### src/design/smt2p_pkg.sv
// Package: shared widths, constants and sequencer states for the spectrum peak search.
`default_nettype none
package smt2p_pkg;

	localparam int unsigned HALF_BINS_DEF = 512;

	localparam int unsigned SAMP_W  = 16;
	localparam int unsigned MAG_W   = 17;
	localparam int unsigned IDX_W   = 9;
	localparam int unsigned NRG_W   = 32;
	localparam int unsigned RAD_W   = NRG_W + 2;
	localparam int unsigned REM_W   = MAG_W + 1;
	localparam int unsigned STEP_W  = $clog2(MAG_W);

	localparam int unsigned S_DATA_W = 2 * SAMP_W;
	localparam int unsigned M_FLD_W  = 3 * (MAG_W + IDX_W);
	localparam int unsigned M_DATA_W = ((M_FLD_W + 7) / 8) * 8;

	typedef enum logic [2:0] {
		ST_IDLE,
		ST_SQ_RE,
		ST_SQ_IM,
		ST_ROOT,
		ST_DONE
	} state_t;

endpackage
`default_nettype wire

### src/design/spectrum_magnitude_top_two_peaks_top.sv
// Top level: per-bin magnitude by shared multiplier and bit-serial root, top-two peak tracking.
//
// Input stream (s_axis): one FFT bin per request, bins 0 .. HALF_BINS-1 in order.
// Output stream (m_axis): one result per bin with its magnitude floor(2*|X|), its bin
// index, and the running largest and second largest magnitudes (DC excluded) with
// their indices. tlast is high on the last bin of the frame; the trackers and the
// bin counter then clear for the next frame.
// Sequence: after a bin is accepted, one multiplier squares the real part, then the
// imaginary part, a restoring square root yields one result bit per cycle, and the
// DONE state loads the output register. The block takes a new bin only after it has
// loaded the result of the previous one.
// The output register holds a result while the sink stalls; the block accepts and
// computes the next bin meanwhile, and waits before loading only if that result is
// still not taken.
// Reset clears the sequencer, the output valid, the bin counter and all trackers.
`default_nettype none
module spectrum_magnitude_top_two_peaks_top
	import smt2p_pkg::*;
#(
	parameter int unsigned HALF_BINS = HALF_BINS_DEF
) (
	input  wire logic                clk,
	input  wire logic                arst_n,
	input  wire logic                s_axis_tvalid,
	output logic                     s_axis_tready,
	input  wire logic [S_DATA_W-1:0] s_axis_tdata,  // real_part, imag_part
	output logic                     m_axis_tvalid,
	input  wire logic                m_axis_tready,
	output logic [M_DATA_W-1:0]      m_axis_tdata,  // magnitude, bin_index, peak_magnitude,
	                                                // peak_index, runner_up_magnitude,
	                                                // runner_up_index, zero fill
	output logic                     m_axis_tlast   // frame_done
);

	localparam int unsigned CNT_W = (HALF_BINS > 1) ? $clog2(HALF_BINS) : 1;
	localparam logic [CNT_W-1:0] LAST_BIN = CNT_W'(HALF_BINS - 1);

	state_t state_q, state_d;

	logic [SAMP_W-1:0] re_q, im_q;
	logic [RAD_W-1:0]  rad_q;
	logic [REM_W-1:0]  rem_q;
	logic [MAG_W-1:0]  root_q;
	logic [STEP_W-1:0] step_q;

	logic [CNT_W-1:0]  cnt_q;
	logic [MAG_W-1:0]  best_mag_q, sec_mag_q;
	logic [IDX_W-1:0]  best_idx_q, sec_idx_q;

	logic [M_DATA_W-1:0] out_data_q;
	logic                out_last_q;
	logic                out_valid_q;

	logic                   accept, load;
	logic signed [SAMP_W-1:0] mul_op;
	logic signed [NRG_W-1:0]  prod;
	logic [REM_W+1:0]       cand, trial, diff;
	logic                   fits;
	logic [MAG_W-1:0]       mag;
	logic [IDX_W-1:0]       idx9;
	logic                   last;
	logic [MAG_W-1:0]       nb_mag, ns_mag;
	logic [IDX_W-1:0]       nb_idx, ns_idx;

	assign accept = s_axis_tvalid && s_axis_tready;
	assign load   = (state_q == ST_DONE) && (!out_valid_q || m_axis_tready);

	assign mul_op = (state_q == ST_SQ_IM) ? $signed(im_q) : $signed(re_q);
	assign prod   = mul_op * mul_op;

	assign cand  = {rem_q[REM_W-1:0], rad_q[RAD_W-1 -: 2]};
	assign trial = {1'b0, root_q, 2'b01};
	assign diff  = cand - trial;
	assign fits  = (cand >= trial);

	assign mag  = root_q;
	assign idx9 = IDX_W'(cnt_q);
	assign last = (cnt_q == LAST_BIN);

	always_comb begin
		nb_mag = best_mag_q;
		nb_idx = best_idx_q;
		ns_mag = sec_mag_q;
		ns_idx = sec_idx_q;
		if (cnt_q != '0) begin
			priority if (mag > best_mag_q) begin
				ns_mag = best_mag_q;
				ns_idx = best_idx_q;
				nb_mag = mag;
				nb_idx = idx9;
			end else if (mag > sec_mag_q) begin
				ns_mag = mag;
				ns_idx = idx9;
			end
		end
	end

	always_comb begin
		state_d       = state_q;
		s_axis_tready = 1'b0;
		unique case (state_q)
			ST_IDLE: begin
				s_axis_tready = 1'b1;
				if (s_axis_tvalid) state_d = ST_SQ_RE;
			end
			ST_SQ_RE: state_d = ST_SQ_IM;
			ST_SQ_IM: state_d = ST_ROOT;
			ST_ROOT: begin
				if (step_q == STEP_W'(MAG_W - 1)) state_d = ST_DONE;
			end
			ST_DONE: begin
				if (load) state_d = ST_IDLE;
			end
			default: state_d = ST_IDLE;
		endcase
	end

	always_ff @(posedge clk or negedge arst_n) begin
		if (!arst_n) state_q <= ST_IDLE;
		else state_q <= state_d;
	end

	// datapath: squares into the radicand, then one root bit per cycle
	always_ff @(posedge clk) begin
		if (accept) begin
			re_q <= s_axis_tdata[SAMP_W-1:0];
			im_q <= s_axis_tdata[S_DATA_W-1:SAMP_W];
		end
		unique case (state_q)
			ST_SQ_RE: rad_q <= {prod, 2'b00};
			ST_SQ_IM: begin
				rad_q  <= {rad_q[RAD_W-1:2] + prod, 2'b00};
				rem_q  <= '0;
				root_q <= '0;
				step_q <= '0;
			end
			ST_ROOT: begin
				rad_q  <= {rad_q[RAD_W-3:0], 2'b00};
				rem_q  <= fits ? diff[REM_W-1:0] : cand[REM_W-1:0];
				root_q <= {root_q[MAG_W-2:0], fits};
				step_q <= step_q + STEP_W'(1);
			end
			default: ;
		endcase
	end

	always_ff @(posedge clk or negedge arst_n) begin
		if (!arst_n) begin
			cnt_q      <= '0;
			best_mag_q <= '0;
			best_idx_q <= '0;
			sec_mag_q  <= '0;
			sec_idx_q  <= '0;
		end else if (load) begin
			if (last) begin
				cnt_q      <= '0;
				best_mag_q <= '0;
				best_idx_q <= '0;
				sec_mag_q  <= '0;
				sec_idx_q  <= '0;
			end else begin
				cnt_q      <= cnt_q + CNT_W'(1);
				best_mag_q <= nb_mag;
				best_idx_q <= nb_idx;
				sec_mag_q  <= ns_mag;
				sec_idx_q  <= ns_idx;
			end
		end
	end

	always_ff @(posedge clk or negedge arst_n) begin
		if (!arst_n) out_valid_q <= 1'b0;
		else if (load) out_valid_q <= 1'b1;
		else if (m_axis_tready) out_valid_q <= 1'b0;
	end

	always_ff @(posedge clk) begin
		if (load) begin
			out_data_q <= M_DATA_W'({ns_idx, ns_mag, nb_idx, nb_mag, idx9, mag});
			out_last_q <= last;
		end
	end

	assign m_axis_tvalid = out_valid_q;
	assign m_axis_tdata  = out_data_q;
	assign m_axis_tlast  = out_last_q;

endmodule
`default_nettype wire
### config.mk
export PLATFORM = sky130hd
export DESIGN_NAME = spectrum_magnitude_top_two_peaks_top
export DESIGN_NICKNAME = d
export VERILOG_FILES = /design/src/design/smt2p_pkg.sv /design/src/design/spectrum_magnitude_top_two_peaks_top.sv
export SDC_FILE = /design/constraint.sdc
export NUM_CORES = 1
export LEC_CHECK = 0
export CELL_PAD_IN_SITES_DETAIL_PLACEMENT = 0
export CELL_PAD_IN_SITES_GLOBAL_PLACEMENT = 1
export CORE_MARGIN = 1
export CORE_UTILIZATION = 55
export CTS_CLUSTER_SIZE = 24
export DETAILED_ROUTE_END_ITERATION = 10
export DONT_BUFFER_PORTS = 1
export PLACE_DENSITY_LB_ADDON = 0.1
export SKIP_LAST_GASP = 1
export SLEW_MARGIN = 20
export SYNTH_ARGS = -nofsm -noshare
export SYNTH_HDL_FRONTEND = slang
export SYNTH_SLANG_ARGS = --single-unit
export TNS_END_PERCENT = 50
### constraint.sdc
create_clock -name clk -period 22.8 [get_ports clk]
set_clock_uncertainty 0.2 [all_clocks]
set_input_delay 4.56 -clock clk [delete_from_list [all_inputs] [get_ports clk]]
set_output_delay 4.56 -clock clk [all_outputs]
set_load 0.02 [all_outputs]
==> reports/qor.csv <==
stage,metric,value,unit
status,status,"finished, final reports clean",
clocking,cts_setup_buffers,0,
floorplan,die_w,205,µm
sta,setup_viol,0,
final_layout,final_common_cell,inv_1,
clocking,cts.clk_slew.worst_paths,60,ps
sta,finalHoldViolations,0,
floorplan,start_util,0.557,
run,cap_violations,0,
synthesis,synth_cell_type_count,86,
final_layout,nNetsFinal,2689,
detailed_routing,vias,16186,
floorplan,fp.dieArea,42200,µm²
worst_setup_path,required,22940,ps
sta,finalCriticalPeriod,10810,ps
synthesis,yosysSeqAreaShare,0.313,
sta,fmax,92.5,MHz
final_layout,final_cell_mix,"inv_1, fa_1, nand2_1",
sta,finalCritPeriodShare,0.474,
floorplan,io_pins,119,
synthesis,postSynthCellCount,2277,
grt,antenna_found_initial,0,
synthesis,synthArstFlopShare,0.262,
clocking,clk_latency,580,ps
worst_setup_path,cp_slowest_stage_delay,640,ps
detailed_routing,drc,0,
final_layout,drive_gt1_frac,0.0530,
detailed_routing,drtAntennaViolNets,0,
synthesis,syn_area,22700,µm²
final_layout,antenna_cells,0,
clocking,post_cts_resized,0,
clocking,ctsLongestPathBuffers,3,
sta,slew_headroom,0.354,
sta,rsz0062_at_grt,no,
synthesis,synth_ff_type,edfxtp_1,
sta,maxSlewViolCount,0,
floorplan,num_rows,74,
place,port_buffers,0,
synthesis,syn-mean-instance-area,9.99,µm²
detailed_routing,drt-total-wl,54.9,mm
worst_setup_path,crit_arrival,10940,ps
place,dp_hpwl,41.9,mm
sta,tightestPinTransition,942,ps
detailed_routing,drt_iter0_markers,1135,
clocking,h-tree-depth,1,
synthesis,yosys_warnings,0,
min_path,min_path_type,reg -> reg,
worst_setup_path,crit_type,reg -> reg,
clocking,cts_hold_buf,0,
clocking,root_buffer,clkbuf_16,
place,gp_congestion,0.870,
grt,grt_util_all_layers,0.268,
detailed_routing,post_drt_wl_per_cell,19.6,µm
clocking,cts_tree,yes,
detailed_routing,viasPerCell,5.78,
worst_setup_path,cpMaxStageDelayCell,mux2i_1,
detailed_routing,firstDrtPassIters,6,
worst_setup_path,cp_max_fo,43,
clocking,clock-sinks,248,
grt,first_global_vias,16675,
floorplan,core_area,40800,µm²
sta,setup-tns-final,0,ps
final_layout,area_growth,6.32,%
synthesis,synth-edff-count,183,
clocking,numCtsBuffers,29,
floorplan,die_h,205,µm
synthesis,synth-seq-cells,248,
place,dp_cells,2744,
worst_setup_path,cp-end-kind,register,
grt,grt-ovfl-total,0,
grt,grt_max_degree,75,
final_layout,stdcell_count,2798,
worst_setup_path,critPathLaunchType,register,
grt,grt_pass1_wl,88.7,mm
-- flip-flops by register name (all words and copies together), names as in the netlist --
name / cells
m_axis_tvalid: 1
m_axis_tdata: 78
rem_q: 18
im_q: 16
best_mag_q: 17
best_idx_q: 9
rad_q: 32
re_q: 16
state_q: 3
sec_idx_q: 9
step_q: 5
cnt_q: 9
mag: 17
m_axis_tlast: 1
sec_mag_q: 17
-- kinds of logic after synthesis --
logic type / count (synthesis) / share of synthesized area
AO/OA/AOI/OAI: 491 / 0.150
multiplexers: 47 / 0.0216
flip-flops: 248 / 0.313
AND/OR/NAND/NOR: 520 / 0.101
XOR/XNOR: 77 / 0.0296
adder cells (fa/ha/maj): 410 / 0.303
other: 1 / 0.000165
buffers and inverters: 483 / 0.0814
-- layout make-up --
| class | instances | area, µm² |
|---|---|---|
| fill | 3552 | 16600 |
| multi-input combinational | 1547 | 13800 |
| sequential | 248 | 7120 |
| inverter | 396 | 1490 |
| clock buffer | 36 | 752 |
| tap | 532 | 666 |
| clock inverter | 18 | 195 |
| timing repair buffer | 21 | 158 |
-- final timing paths --
path	startpoint	to	slack, ps	depth (start not counted)
worst max-delay path	state_q[2]$_DFFE_PN0P_	rad_q[33]$_DFFE_PP_	11990	39
worst min-delay path	best_idx_q[8]$_DFFE_PN0P_	best_idx_q[8]$_DFFE_PN0P_	330	2
worst max register to register	state_q[2]$_DFFE_PN0P_	rad_q[33]$_DFFE_PP_	11990	39
worst min register to register	best_idx_q[8]$_DFFE_PN0P_	best_idx_q[8]$_DFFE_PN0P_	330	2
max in group asynchronous	arst_n	cnt_q[6]$_DFFE_PN0P_	18780	0
min in group asynchronous	arst_n	best_mag_q[15]$_DFFE_PN0P_	3470	0
-- metal layers --
layer	vias to the layer above	share of wire	global-route usage	wire, µm
li1	7623	-	-	-
met1	7983	0.43	0.356	23800
met2	466	0.48	0.453	26600
met3	114	0.050	0.0339	2750
met4	0	0.033	0.0892	1810
met5	-	0	0	0
-- worst max-delay path: cells and delay by family (launching register included) --
kind                       cells  cell delay [ps]
adders and majority gates      8             3650
xor gates and xnor gates       2              460
buffers and inverters          8             1300
AOI/OAI and AO/OA             11             2260
DFF                            1              440
muxes                          2              740
and+or+nand+nor                8             1460
-- metrics by stage --
stage | util | instance area (µm²) | hold WS, ps | setup WS (ps)
CTS | 0.592 | 24200 | 330 | 12010
global placement | 0.569 | 23200 | 301 | 12270
finish | 0.592 | 24200 | 326 | 11990
detailed placement | 0.569 | 23200 | 315 | 12020
floorplan | - | 22800 | 223 | 13380
global route | 0.592 | 24200 | 364 | 11340
-- Yosys cell counts, drive strengths merged, types with 52 or more instances --
master,instances,area share
a21o,68,0.022
a21oi,97,0.021
clkbuf,66,0.011
dfrtp,65,0.072
edfxtp,183,0.24
fa,236,0.21
ha,174,0.096
inv,393,0.065
nand2,194,0.032
nor2,179,0.030
o21ai,94,0.021
xnor2,52,0.020
Power is left out: the tool's default activity adds up to more than one toggle a clock period on the data nets, which glitch-free logic cannot reach.
